File: src/rtl/mfac_compact_form_controller_macros.svh
// ---------------------------------------------------------------------------
// Assertion macros for the compact-form model-free adaptive controller.
// They expand to concurrent assertions in simulation and to nothing in
// synthesis. The clock is aclk and the checks are off while aresetn is low.
// ---------------------------------------------------------------------------
`ifndef MFAC_COMPACT_FORM_CONTROLLER_MACROS_SVH
`define MFAC_COMPACT_FORM_CONTROLLER_MACROS_SVH
`ifndef SYNTHESIS
// Same-cycle implication.
`define MFAC_ASSERT_IMP(label, ante, cons, msg) \
    label: assert property (@(posedge aclk) disable iff (!aresetn) (ante) |-> (cons)) \
        else $error(msg);
// Next-cycle implication.
`define MFAC_ASSERT_NXT(label, ante, cons, msg) \
    label: assert property (@(posedge aclk) disable iff (!aresetn) (ante) |=> (cons)) \
        else $error(msg);
`else
`define MFAC_ASSERT_IMP(label, ante, cons, msg)
`define MFAC_ASSERT_NXT(label, ante, cons, msg)
`endif
`endif

File: src/rtl/mfac_pkg.sv
// ---------------------------------------------------------------------------
// mfac_pkg
// Shared widths, register indexes, status types and saturation helper of
// the compact-form model-free adaptive controller.
// ---------------------------------------------------------------------------
`timescale 1ns / 1ps
`default_nettype none

package mfac_pkg;

    localparam int FRAC_BITS_DEF = 16;
    localparam int DATA_W        = 32;
    localparam int GAIN_W        = 18;
    localparam int PEN_W         = 32;
    localparam int PROD_W        = 2 * DATA_W;
    localparam int SAT_IN_W      = PROD_W;
    // Numerator of a gain term: 18-bit gain times a 32-bit signed value.
    localparam int NUM_W         = GAIN_W + DATA_W;
    localparam int MAG_W         = NUM_W - 1;
    // Quotient bits developed by the divider; larger quotients saturate.
    localparam int QUOT_BITS     = DATA_W + 1;
    localparam int HI_W          = MAG_W - QUOT_BITS;
    localparam int CNT_W         = $clog2(QUOT_BITS);
    localparam int CFG_IDX_W     = 8;

    localparam logic [GAIN_W-1:0] GAIN_RST = GAIN_W'(32768);
    localparam logic [PEN_W-1:0]  PEN_RST  = PEN_W'(65536);

    localparam logic signed [DATA_W-1:0] DATA_MAX = {1'b0, {(DATA_W-1){1'b1}}};
    localparam logic signed [DATA_W-1:0] DATA_MIN = {1'b1, {(DATA_W-1){1'b0}}};

    typedef enum logic [CFG_IDX_W-1:0] {
        CFG_PHI_STEP_GAIN        = 8'd0,
        CFG_PHI_WEIGHT_PENALTY   = 8'd1,
        CFG_DRIVE_STEP_GAIN      = 8'd2,
        CFG_DRIVE_CHANGE_PENALTY = 8'd3
    } cfg_idx_t;

    typedef struct packed {
        logic busy;
        logic done;
    } div_stat_t;

    // Clamp a wide signed value to the 32-bit signed range.
    function automatic logic signed [DATA_W-1:0] sat32(input logic signed [SAT_IN_W-1:0] v);
        logic [SAT_IN_W-DATA_W:0] top;
        logic signed [DATA_W-1:0] r;
        top = v[SAT_IN_W-1:DATA_W-1];
        if (!v[SAT_IN_W-1] && (|top)) begin
            r = DATA_MAX;
        end else if (v[SAT_IN_W-1] && !(&top)) begin
            r = DATA_MIN;
        end else begin
            r = v[DATA_W-1:0];
        end
        return r;
    endfunction

endpackage

`default_nettype wire

File: src/rtl/mfac_mul.sv
// ---------------------------------------------------------------------------
// mfac_mul
// Shared signed 32 x 32 multiplier with a registered 64-bit product.
// ---------------------------------------------------------------------------
`timescale 1ns / 1ps
`default_nettype none

module mfac_mul
    import mfac_pkg::*;
(
    input  wire logic                     aclk,
    input  wire logic                     issue,
    input  wire logic signed [DATA_W-1:0] op_a,
    input  wire logic signed [DATA_W-1:0] op_b,
    output logic signed [PROD_W-1:0]      prod
);

    logic signed [PROD_W-1:0] prod_reg;

    // The product holds until the next issue.
    always_ff @(posedge aclk) begin
        if (issue) begin
            prod_reg <= PROD_W'(op_a) * PROD_W'(op_b);
        end
    end

    assign prod = prod_reg;

endmodule

`default_nettype wire

File: src/rtl/mfac_div.sv
// ---------------------------------------------------------------------------
// mfac_div
// Restoring divider, one quotient bit a cycle, signed numerator over a
// positive denominator, quotient truncated toward zero and saturated.
// ---------------------------------------------------------------------------
`timescale 1ns / 1ps
`default_nettype none

module mfac_div
    import mfac_pkg::*;
#(
    parameter int DEN_W = 2 * DATA_W - 1 - FRAC_BITS_DEF
) (
    input  wire logic                     aclk,
    input  wire logic                     aresetn,
    input  wire logic                     start,
    input  wire logic signed [NUM_W-1:0]  num,
    input  wire logic [DEN_W-1:0]         den,
    output div_stat_t                     stat,
    output logic signed [DATA_W-1:0]      quot
);

    logic                   busy_reg, busy_next;
    logic                   done_reg, done_next;
    logic [CNT_W-1:0]       cnt_reg, cnt_next;
    logic                   neg_reg, neg_next;
    logic                   ovf_reg, ovf_next;
    logic [DEN_W-1:0]       den_reg, den_next;
    logic [DEN_W-1:0]       rem_reg, rem_next;
    logic [QUOT_BITS-1:0]   qsh_reg, qsh_next;

    logic [MAG_W-1:0]       mag;
    logic [DEN_W:0]         trial;
    logic                   big_pos, big_neg;
    logic [DATA_W-1:0]      q_lo;

    assign mag   = num[NUM_W-1] ? MAG_W'(-num) : MAG_W'(num);
    assign trial = {rem_reg, qsh_reg[QUOT_BITS-1]} - {1'b0, den_reg};

    always_comb begin
        busy_next = busy_reg;
        done_next = 1'b0;
        cnt_next  = cnt_reg;
        neg_next  = neg_reg;
        ovf_next  = ovf_reg;
        den_next  = den_reg;
        rem_next  = rem_reg;
        qsh_next  = qsh_reg;
        if (start) begin
            busy_next = 1'b1;
            cnt_next  = '0;
            neg_next  = num[NUM_W-1];
            // Quotient needs more than the developed bits: saturate.
            ovf_next  = DEN_W'(mag[MAG_W-1:QUOT_BITS]) >= den;
            den_next  = den;
            rem_next  = DEN_W'(mag[MAG_W-1:QUOT_BITS]);
            qsh_next  = mag[QUOT_BITS-1:0];
        end else if (busy_reg) begin
            if (!trial[DEN_W]) begin
                rem_next = trial[DEN_W-1:0];
            end else begin
                rem_next = {rem_reg[DEN_W-2:0], qsh_reg[QUOT_BITS-1]};
            end
            qsh_next = {qsh_reg[QUOT_BITS-2:0], !trial[DEN_W]};
            cnt_next = cnt_reg + CNT_W'(1);
            if (cnt_reg == CNT_W'(QUOT_BITS - 1)) begin
                busy_next = 1'b0;
                done_next = 1'b1;
            end
        end
    end

    always_ff @(posedge aclk) begin
        if (!aresetn) begin
            busy_reg <= 1'b0;
            done_reg <= 1'b0;
            cnt_reg  <= '0;
        end else begin
            busy_reg <= busy_next;
            done_reg <= done_next;
            cnt_reg  <= cnt_next;
        end
    end

    always_ff @(posedge aclk) begin
        neg_reg <= neg_next;
        ovf_reg <= ovf_next;
        den_reg <= den_next;
        rem_reg <= rem_next;
        qsh_reg <= qsh_next;
    end

    assign q_lo    = qsh_reg[DATA_W-1:0];
    assign big_pos = ovf_reg || qsh_reg[QUOT_BITS-1] || qsh_reg[DATA_W-1];
    assign big_neg = ovf_reg || qsh_reg[QUOT_BITS-1]
                     || (qsh_reg[DATA_W-1] && (|qsh_reg[DATA_W-2:0]));

    always_comb begin
        if (!neg_reg && big_pos) begin
            quot = DATA_MAX;
        end else if (neg_reg && big_neg) begin
            quot = DATA_MIN;
        end else if (neg_reg) begin
            quot = -$signed(q_lo);
        end else begin
            quot = $signed(q_lo);
        end
    end

    assign stat.busy = busy_reg;
    assign stat.done = done_reg;

endmodule

`default_nettype wire

File: src/rtl/mfac_compact_form_controller.sv
// ---------------------------------------------------------------------------
// mfac_compact_form_controller
// Compact-form model-free adaptive controller: phi estimate update and
// drive update in signed fixed point, built round a shared multiplier and
// a shared bit-serial divider.
// ---------------------------------------------------------------------------
// Usage. Each input beat on the s_ channel carries the measured plant
// output and the target for the next step. The block first refines its
// pseudo-partial-derivative estimate phi, then forms the new drive, and
// returns one beat on the m_ channel with the drive and the updated phi.
// Configuration beats on the cfg_ channel set eta, mu, rho and lambda by
// index; cfg_ready is always high and writes are meant for idle periods.
// Writes to unknown indexes are dropped.
// Sequencing. From acceptance to its result being valid, an item makes
// seven passes through the shared multiplier and two runs of the shared
// divider, under a one-hot sequencer. s_ready is high only while the
// sequencer is idle, so the next item may be taken as soon as the result
// is loaded, even while that result still waits; no new item is taken
// while the current one is still in work.
// Reset clears the sequencer and output valid, sets phi to one and the
// drive, drive change and last measurement to zero, and loads the
// register reset values. If the receiver stalls, the sequencer holds in
// its final step until the output register is free.
`timescale 1ns / 1ps
`default_nettype none
`include "mfac_compact_form_controller_macros.svh"

module mfac_compact_form_controller
    import mfac_pkg::*;
#(
    parameter int FRAC_BITS = FRAC_BITS_DEF
) (
    input  wire logic                     aclk,
    input  wire logic                     aresetn,
    input  wire logic                     cfg_valid,
    output logic                          cfg_ready,
    input  wire logic [CFG_IDX_W-1:0]     cfg_index,
    input  wire logic [PEN_W-1:0]         cfg_data,
    input  wire logic                     s_valid,
    output logic                          s_ready,
    input  wire logic signed [DATA_W-1:0] s_y_measured,
    input  wire logic signed [DATA_W-1:0] s_y_target,
    output logic                          m_valid,
    input  wire logic                     m_ready,
    output logic signed [DATA_W-1:0]      m_drive,
    output logic signed [DATA_W-1:0]      m_phi_out
);

    // Denominator width: penalty plus the scaled square of a 32-bit value.
    localparam int DEN_W = 2 * DATA_W - 1 - FRAC_BITS;

    typedef enum logic [13:0] {
        ST_IDLE  = 14'b00000000000001,
        ST_SQ1   = 14'b00000000000010,
        ST_PHD   = 14'b00000000000100,
        ST_NUM1  = 14'b00000000001000,
        ST_DIV1  = 14'b00000000010000,
        ST_WAIT1 = 14'b00000000100000,
        ST_CORR  = 14'b00000001000000,
        ST_PHI   = 14'b00000010000000,
        ST_SQ2   = 14'b00000100000000,
        ST_NUM2  = 14'b00001000000000,
        ST_DIV2  = 14'b00010000000000,
        ST_WAIT2 = 14'b00100000000000,
        ST_STEP  = 14'b01000000000000,
        ST_DRV   = 14'b10000000000000
    } state_t;

    state_t state_reg, state_next;

    // Configuration registers.
    logic [GAIN_W-1:0] eta_reg, eta_next;
    logic [PEN_W-1:0]  mu_reg, mu_next;
    logic [GAIN_W-1:0] rho_reg, rho_next;
    logic [PEN_W-1:0]  lam_reg, lam_next;

    // Loop state carried from item to item.
    logic signed [DATA_W-1:0] phi_reg, phi_next;
    logic signed [DATA_W-1:0] drive_reg, drive_next;
    logic signed [DATA_W-1:0] dstep_reg, dstep_next;
    logic signed [DATA_W-1:0] meas_reg, meas_next;

    // Working registers of the current item.
    logic signed [DATA_W-1:0] y_reg, y_next;
    logic signed [DATA_W-1:0] dy_reg, dy_next;
    logic signed [DATA_W-1:0] e_reg, e_next;
    logic signed [DATA_W-1:0] err_reg, err_next;
    logic signed [DATA_W-1:0] gain_reg, gain_next;
    logic [DEN_W-1:0]         den_reg, den_next;

    // Output register.
    logic                     out_valid_reg, out_valid_next;
    logic signed [DATA_W-1:0] out_drive_reg, out_drive_next;
    logic signed [DATA_W-1:0] out_phi_reg, out_phi_next;

    // Shared units.
    logic                     mul_issue;
    logic signed [DATA_W-1:0] mul_a, mul_b;
    logic signed [PROD_W-1:0] prod;
    logic signed [PROD_W-1:0] prod_fx;
    logic                     div_start;
    div_stat_t                div_stat;
    logic signed [DATA_W-1:0] div_quot;
    logic [PEN_W-1:0]         mu_eff, lam_eff;
    logic [DEN_W-1:0]         sq_fx;
    logic signed [DATA_W-1:0] u_new;

    mfac_mul u_mul (
        .aclk  (aclk),
        .issue (mul_issue),
        .op_a  (mul_a),
        .op_b  (mul_b),
        .prod  (prod)
    );

    mfac_div #(
        .DEN_W (DEN_W)
    ) u_div (
        .aclk    (aclk),
        .aresetn (aresetn),
        .start   (div_start),
        .num     ($signed(prod[NUM_W-1:0])),
        .den     (den_reg),
        .stat    (div_stat),
        .quot    (div_quot)
    );

    // Product scaled back to fixed point, rounding toward minus infinity.
    assign prod_fx = prod >>> FRAC_BITS;
    // Scaled square; a square is never negative, so the top bit is clear.
    assign sq_fx   = prod[PROD_W-2:FRAC_BITS];
    // A zero penalty acts as one LSB so that no denominator is zero.
    assign mu_eff  = (mu_reg == '0) ? PEN_W'(1) : mu_reg;
    assign lam_eff = (lam_reg == '0) ? PEN_W'(1) : lam_reg;
    assign u_new   = sat32(SAT_IN_W'(drive_reg) + SAT_IN_W'(sat32(prod_fx)));

    // Operand selection for the shared multiplier.
    always_comb begin
        mul_issue = 1'b1;
        mul_a     = dstep_reg;
        mul_b     = dstep_reg;
        unique case (state_reg)
            ST_SQ1: begin
                mul_a = dstep_reg;
                mul_b = dstep_reg;
            end
            ST_PHD: begin
                mul_a = phi_reg;
                mul_b = dstep_reg;
            end
            ST_NUM1: begin
                mul_a = $signed(DATA_W'(eta_reg));
                mul_b = dstep_reg;
            end
            ST_CORR: begin
                mul_a = gain_reg;
                mul_b = err_reg;
            end
            ST_SQ2: begin
                mul_a = phi_reg;
                mul_b = phi_reg;
            end
            ST_NUM2: begin
                mul_a = $signed(DATA_W'(rho_reg));
                mul_b = phi_reg;
            end
            ST_STEP: begin
                mul_a = gain_reg;
                mul_b = e_reg;
            end
            default: begin
                mul_issue = 1'b0;
            end
        endcase
    end

    assign div_start = (state_reg == ST_DIV1) || (state_reg == ST_DIV2);

    // Sequencer and datapath registers.
    always_comb begin
        state_next     = state_reg;
        eta_next       = eta_reg;
        mu_next        = mu_reg;
        rho_next       = rho_reg;
        lam_next       = lam_reg;
        phi_next       = phi_reg;
        drive_next     = drive_reg;
        dstep_next     = dstep_reg;
        meas_next      = meas_reg;
        y_next         = y_reg;
        dy_next        = dy_reg;
        e_next         = e_reg;
        err_next       = err_reg;
        gain_next      = gain_reg;
        den_next       = den_reg;
        out_valid_next = out_valid_reg;
        out_drive_next = out_drive_reg;
        out_phi_next   = out_phi_reg;

        if (out_valid_reg && m_ready) begin
            out_valid_next = 1'b0;
        end

        if (cfg_valid) begin
            unique case (cfg_index)
                CFG_PHI_STEP_GAIN:        eta_next = cfg_data[GAIN_W-1:0];
                CFG_PHI_WEIGHT_PENALTY:   mu_next  = cfg_data;
                CFG_DRIVE_STEP_GAIN:      rho_next = cfg_data[GAIN_W-1:0];
                CFG_DRIVE_CHANGE_PENALTY: lam_next = cfg_data;
                default: begin
                end
            endcase
        end

        unique case (state_reg)
            ST_IDLE: begin
                if (s_valid) begin
                    y_next     = s_y_measured;
                    dy_next    = sat32(SAT_IN_W'(s_y_measured) - SAT_IN_W'(meas_reg));
                    e_next     = sat32(SAT_IN_W'(s_y_target) - SAT_IN_W'(s_y_measured));
                    state_next = ST_SQ1;
                end
            end
            ST_SQ1: begin
                state_next = ST_PHD;
            end
            ST_PHD: begin
                den_next   = DEN_W'(mu_eff) + sq_fx;
                state_next = ST_NUM1;
            end
            ST_NUM1: begin
                // Prediction error against the current estimate.
                err_next   = sat32(SAT_IN_W'(dy_reg) - prod_fx);
                state_next = ST_DIV1;
            end
            ST_DIV1: begin
                state_next = ST_WAIT1;
            end
            ST_WAIT1: begin
                if (div_stat.done) begin
                    gain_next  = div_quot;
                    state_next = ST_CORR;
                end
            end
            ST_CORR: begin
                state_next = ST_PHI;
            end
            ST_PHI: begin
                phi_next   = sat32(SAT_IN_W'(phi_reg) + SAT_IN_W'(sat32(prod_fx)));
                state_next = ST_SQ2;
            end
            ST_SQ2: begin
                state_next = ST_NUM2;
            end
            ST_NUM2: begin
                den_next   = DEN_W'(lam_eff) + sq_fx;
                state_next = ST_DIV2;
            end
            ST_DIV2: begin
                state_next = ST_WAIT2;
            end
            ST_WAIT2: begin
                if (div_stat.done) begin
                    gain_next  = div_quot;
                    state_next = ST_STEP;
                end
            end
            ST_STEP: begin
                state_next = ST_DRV;
            end
            ST_DRV: begin
                // Wait here while the previous result is still held.
                if (!out_valid_reg || m_ready) begin
                    dstep_next     = sat32(SAT_IN_W'(u_new) - SAT_IN_W'(drive_reg));
                    drive_next     = u_new;
                    meas_next      = y_reg;
                    out_valid_next = 1'b1;
                    out_drive_next = u_new;
                    out_phi_next   = phi_reg;
                    state_next     = ST_IDLE;
                end
            end
            default: begin
                state_next = ST_IDLE;
            end
        endcase
    end

    always_ff @(posedge aclk) begin
        if (!aresetn) begin
            state_reg     <= ST_IDLE;
            eta_reg       <= GAIN_RST;
            mu_reg        <= PEN_RST;
            rho_reg       <= GAIN_RST;
            lam_reg       <= PEN_RST;
            phi_reg       <= DATA_W'(1) <<< FRAC_BITS;
            drive_reg     <= '0;
            dstep_reg     <= '0;
            meas_reg      <= '0;
            out_valid_reg <= 1'b0;
        end else begin
            state_reg     <= state_next;
            eta_reg       <= eta_next;
            mu_reg        <= mu_next;
            rho_reg       <= rho_next;
            lam_reg       <= lam_next;
            phi_reg       <= phi_next;
            drive_reg     <= drive_next;
            dstep_reg     <= dstep_next;
            meas_reg      <= meas_next;
            out_valid_reg <= out_valid_next;
        end
    end

    always_ff @(posedge aclk) begin
        y_reg         <= y_next;
        dy_reg        <= dy_next;
        e_reg         <= e_next;
        err_reg       <= err_next;
        gain_reg      <= gain_next;
        den_reg       <= den_next;
        out_drive_reg <= out_drive_next;
        out_phi_reg   <= out_phi_next;
    end

    assign cfg_ready = 1'b1;
    assign s_ready   = (state_reg == ST_IDLE);
    assign m_valid   = out_valid_reg;
    assign m_drive   = out_drive_reg;
    assign m_phi_out = out_phi_reg;

    // An accepted beat always starts the sequence at the first multiply.
    `MFAC_ASSERT_NXT(a_accept_starts, s_valid && s_ready, state_reg == ST_SQ1, "accept did not start the sequence")
    // The divider is never restarted while it is still working.
    `MFAC_ASSERT_IMP(a_div_free, div_start, !div_stat.busy, "divider started while busy")
    // A quotient only ever arrives while the sequencer waits for it.
    `MFAC_ASSERT_IMP(a_div_done_wait, div_stat.done, (state_reg == ST_WAIT1) || (state_reg == ST_WAIT2), "quotient arrived outside a wait step")
    // A new result only appears after the final step.
    `MFAC_ASSERT_IMP(a_out_from_drv, $rose(m_valid), $past(state_reg == ST_DRV), "result appeared outside the final step")

endmodule

`default_nettype wire

File: config.mk
export PLATFORM = sky130hd
export DESIGN_NAME = mfac_compact_form_controller
export DESIGN_NICKNAME = d
export VERILOG_FILES = /design/src/rtl/mfac_pkg.sv /design/src/rtl/mfac_mul.sv /design/src/rtl/mfac_div.sv /design/src/rtl/mfac_compact_form_controller.sv
export VERILOG_INCLUDE_DIRS = /design/src /design/src/rtl
export SDC_FILE = /design/constraint.sdc
export NUM_CORES = 2
export LEC_CHECK = 0
export BUFFER_PORTS_ARGS = -buffer_cell sky130_fd_sc_hd__buf_2
export CAP_MARGIN = 30
export CELL_PAD_IN_SITES_DETAIL_PLACEMENT = 0
export CELL_PAD_IN_SITES_GLOBAL_PLACEMENT = 1
export CORE_MARGIN = 2
export CORE_UTILIZATION = 45
export CTS_CLUSTER_SIZE = 40
export DETAILED_ROUTE_END_ITERATION = 12
export PLACE_DENSITY = 0.81
export SLEW_MARGIN = 5
export SYNTH_ARGS = -nofsm -noshare
export SYNTH_HDL_FRONTEND = slang
export SYNTH_SLANG_ARGS = --single-unit
export TNS_END_PERCENT = 30
File: constraint.sdc
create_clock -name aclk -period 19.3 [get_ports aclk]
set_clock_uncertainty 0.15 [all_clocks]
set_input_delay 1.93 -clock aclk [delete_from_list [all_inputs] [get_ports aclk]]
set_output_delay 1.93 -clock aclk [all_outputs]
set_load 0.02 [all_outputs]
==> impl_metrics.env <==
export IMPL_hold_class="reg -> reg"
export IMPL_vdd_drop_max_uv=84.4
export IMPL_synth_nets=10709
export IMPL_hold_path_end="u_div.den_reg[18]"
export IMPL_cts_tree="done"
export IMPL_routabilityCongestion=0.991
export IMPL_switchingPower_w=0.00134
export IMPL_crit_top_cell="fa_1"
export IMPL_wl_per_cell_um=25.6
export IMPL_slew_headroom=0.0741
export IMPL_timing_rr_end="u_mul.prod[59]"
export IMPL_first_pass_iters=7
export IMPL_yosysTopAreaCell="fa_1"
export IMPL_synth_top_area_share=0.271
export IMPL_post_cts_repair_setup_buffers=0
export IMPL_cts_sinks=715
export IMPL_start_util=0.452
export IMPL_largest_reg_flops=64
export IMPL_yosys_warnings=0
export IMPL_worst_pin_slew_ns=1.39
export IMPL_grt_pass1_vias=66996
export IMPL_rsz0062_at_grt="no"
export IMPL_final_min_clock_period_ns=13.73
export IMPL_ys_flop_type="edfxtp_1"
export IMPL_async_flop_share=0
export IMPL_stdcell_area_mm2=0.0874
export IMPL_overflow=0
export IMPL_worst_path_max_delay_cell="o21a_1"
export IMPL_maxSlewViolCount=0
export IMPL_path_class="reg -> reg"
export IMPL_grt_max_degree=81
export IMPL_grt_antenna_before_repair=21
export IMPL_grt_pass1_wl_mm=435
export IMPL_track_usage=0.323
export IMPL_cts_root_buffer="clkbuf_16"
export IMPL_rrSetupSlack_ns=5.57
export IMPL_numCtsBuffers=89
export IMPL_seq_power_share=0.405
export IMPL_vias_per_cell=5.80
export IMPL_hold_violations=0
export IMPL_pwr_share_clk=0.402
export IMPL_n_fill_cell=16879
export IMPL_max_cap_violations=0
export IMPL_start_kind="flop"
export IMPL_io_pins=176
export IMPL_leakagePower_nw=38.6
export IMPL_drc=0
export IMPL_critPathRequiredTime_ns=19.75
export IMPL_synth_edff_count=433
export IMPL_p_int_w=0.00300
export IMPL_ys_types=102
export IMPL_cp_slowest_stage_delay_ns=0.94
export IMPL_yosysSeqAreaShare=0.231
export IMPL_ff2ff_path_depth=36
export IMPL_fin_nets=10731
export IMPL_hold_depth=0
export IMPL_design_core_area_mm2=0.178
export IMPL_min_from="den_reg[18]"
export IMPL_tns_ns=0
export IMPL_area_growth_syn_to_layout_pct=8.43
export IMPL_drive_above_1_share=0.0664
export IMPL_drt_iter0_drc=6508
export IMPL_avgSynthCellArea_um2=8.94
export IMPL_switching_share=0.309
export IMPL_place_area_mm2=0.0841
export IMPL_cp_arrival_ns=14.18
export IMPL_finalCritPeriodShare=0.712
export IMPL_clkLatencyLatePin_ns=0.77
export IMPL_reg2reg_from="state_reg[1]"
export IMPL_worstPathMaxFanout=53
export IMPL_vias=66573
export IMPL_postCtsHoldBufs=0
export IMPL_core_rowCount=155
export IMPL_postRouteAntennaNets=0
export IMPL_cp_end_kind="flop"
export IMPL_cts_reportedPaths_clkPinSlew_ns=0.06
export IMPL_dpl_hpwl_mm=232
export IMPL_dieArea_mm2=0.183
export IMPL_fp_dieH_um=427
export IMPL_netlist_area_mm2=0.0806
export IMPL_wirelength_mm=294
export IMPL_cts_buffer_depth=3
export IMPL_max_freq_mhz=72.8
export IMPL_ys_ff_latch=715
export IMPL_cts_resized_gates=0
export IMPL_htree_levels=3
export IMPL_syn_inst=9019
export IMPL_status="complete, no violations"
export IMPL_port_buffers=174
export IMPL_dieWidth_um=427
export IMPL_power_density_mw_per_mm2=49.7
export IMPL_setup_violations=0
export IMPL_synthTopCellsByArea="fa_1 (27%), edfxtp_1 (16%), ha_1 (7.6%)"
export IMPL_pwr_share_comb=0.193
[synth_stat cells (13+ instances only)]
cell,count
mux2i_1,62
o21ai_1,39
and3_1,38
a21oi_1,520
a222oi_1,19
and4_1,13
a22oi_1,46
dfxtp_1,282
nor4_1,49
xor2_1,125
a21boi_0,14
buf_2,116
a31oi_1,77
nand2_1,1182
or2_2,18
xnor2_1,255
o211ai_1,34
edfxtp_1,433
o21ai_0,408
a22o_1,16
or3_1,37
nor2_1,934
nand4_1,64
nor3_1,101
fa_1,1090
inv_1,1299
and2_1,53
nand2b_1,66
clkbuf_1,274
a211oi_1,66
nor2b_1,47
maj3_1,36
a21o_1,216
o31ai_1,36
ha_1,491
buf_1,13
nand3_1,88
o21bai_1,47
o21a_1,98
[per-layer routing]
metal / GRT usage / up-vias / share of wire
met4: 0.191 / 12 / 0.072
met2: 0.505 / 3041 / 0.45
met3: 0.0730 / 771 / 0.093
li1: - / 29681 / -
met5: 0 / - / 0.00028
met1: 0.410 / 33068 / 0.39
[final cells by class]
class | count | area, um2 | area share
multi-input cells | 6590 | 55500 | 0.635
inverters | 1302 | 4890 | 0.0559
diodes | 10 | 25.0 | 0.000286
clock inverters | 52 | 559 | 0.00640
flip-flops and latches | 715 | 18600 | 0.213
well taps | 2355 | 2950 | 0.0337
repair buffers | 343 | 2320 | 0.0266
clock buffers | 115 | 2500 | 0.0286
[cells in the final DEF (no fill, tap or decap), drive strengths merged, types with 68 or more instances in the layout]
cell type,instances
a211oi,68
a21o,216
a21oi,522
a31oi,77
buf,343
clkbuf,115
dfxtp,282
edfxtp,433
fa,1090
ha,491
inv,1308
nand2,1182
nand3,88
nor2,935
nor3,103
o21a,98
o21ai,451
xnor2,257
xor2,125
[worst max-delay path, delay by kind of cell, from the launching register on]
kind / cells / cell delay, ns
flip-flops: 1 / 0.33
adder cells (fa/ha/maj): 9 / 4.37
buffers and inverters: 7 / 1.12
AO/OA/AOI/OAI: 6 / 2.16
AND/OR/NAND/NOR: 14 / 5.38
[cell families (layout without fill, tap and decap cells)]
group | after synthesis | in the layout | synth area share
other | 1 | 11 | 0.0000465
xor gates and xnor gates | 382 | 382 | 0.0417
AOI/OAI and AO/OA | 1784 | 1784 | 0.139
buffers and inverters | 1714 | 1812 | 0.0823
DFF | 715 | 715 | 0.231
muxes | 62 | 62 | 0.00770
adders and majority gates | 1617 | 1617 | 0.351
and+or+nand+nor | 2744 | 2744 | 0.146
[power by group through the flow]
stage | sequential (W) | clock (W) | combinational, W
2_1_floorplan | 0.00175 | 0 | 0.000600
3_3_place_gp | 0.00179 | 0 | 0.000811
3_5_place_dp | 0.00179 | 0 | 0.000819
4_1_cts | 0.00175 | 0.00177 | 0.000824
5_1_grt | 0.00176 | 0.00183 | 0.000915
6_report | 0.00176 | 0.00175 | 0.000837
[through the flow]
step / hold slack (ns) / power (W) / cells / setup WS, ns / utilization
floorplan: 0.274 / 0.00235 / 9019 / 8.69 / -
global placement: 0.283 / 0.00260 / 11277 / 6.04 / 0.471
detailed placement: 0.284 / 0.00260 / 11292 / 5.85 / 0.472
CTS: 0.296 / 0.00435 / 11459 / 5.80 / 0.489
global route: 0.314 / 0.00450 / 11474 / 4.86 / 0.490
finish: 0.297 / 0.00434 / 11482 / 5.57 / 0.491
[worst max path at each step]
stage | slack [ns] | cells after the start | to | startpoint
after floorplan | 8.69 | 37 | u_mul.prod[59] | state_reg[0]
after global placement | 6.04 | 35 | u_mul.prod[59] | state_reg[1]
after detailed placement | 5.85 | 36 | u_mul.prod[59] | state_reg[1]
after CTS | 5.80 | 36 | u_mul.prod[59] | state_reg[1]
after global routing | 4.86 | 36 | u_mul.prod[59] | state_reg[1]
final | 5.57 | 36 | u_mul.prod[59] | state_reg[1]
Note: power is estimated with default switching activity, not from simulation.
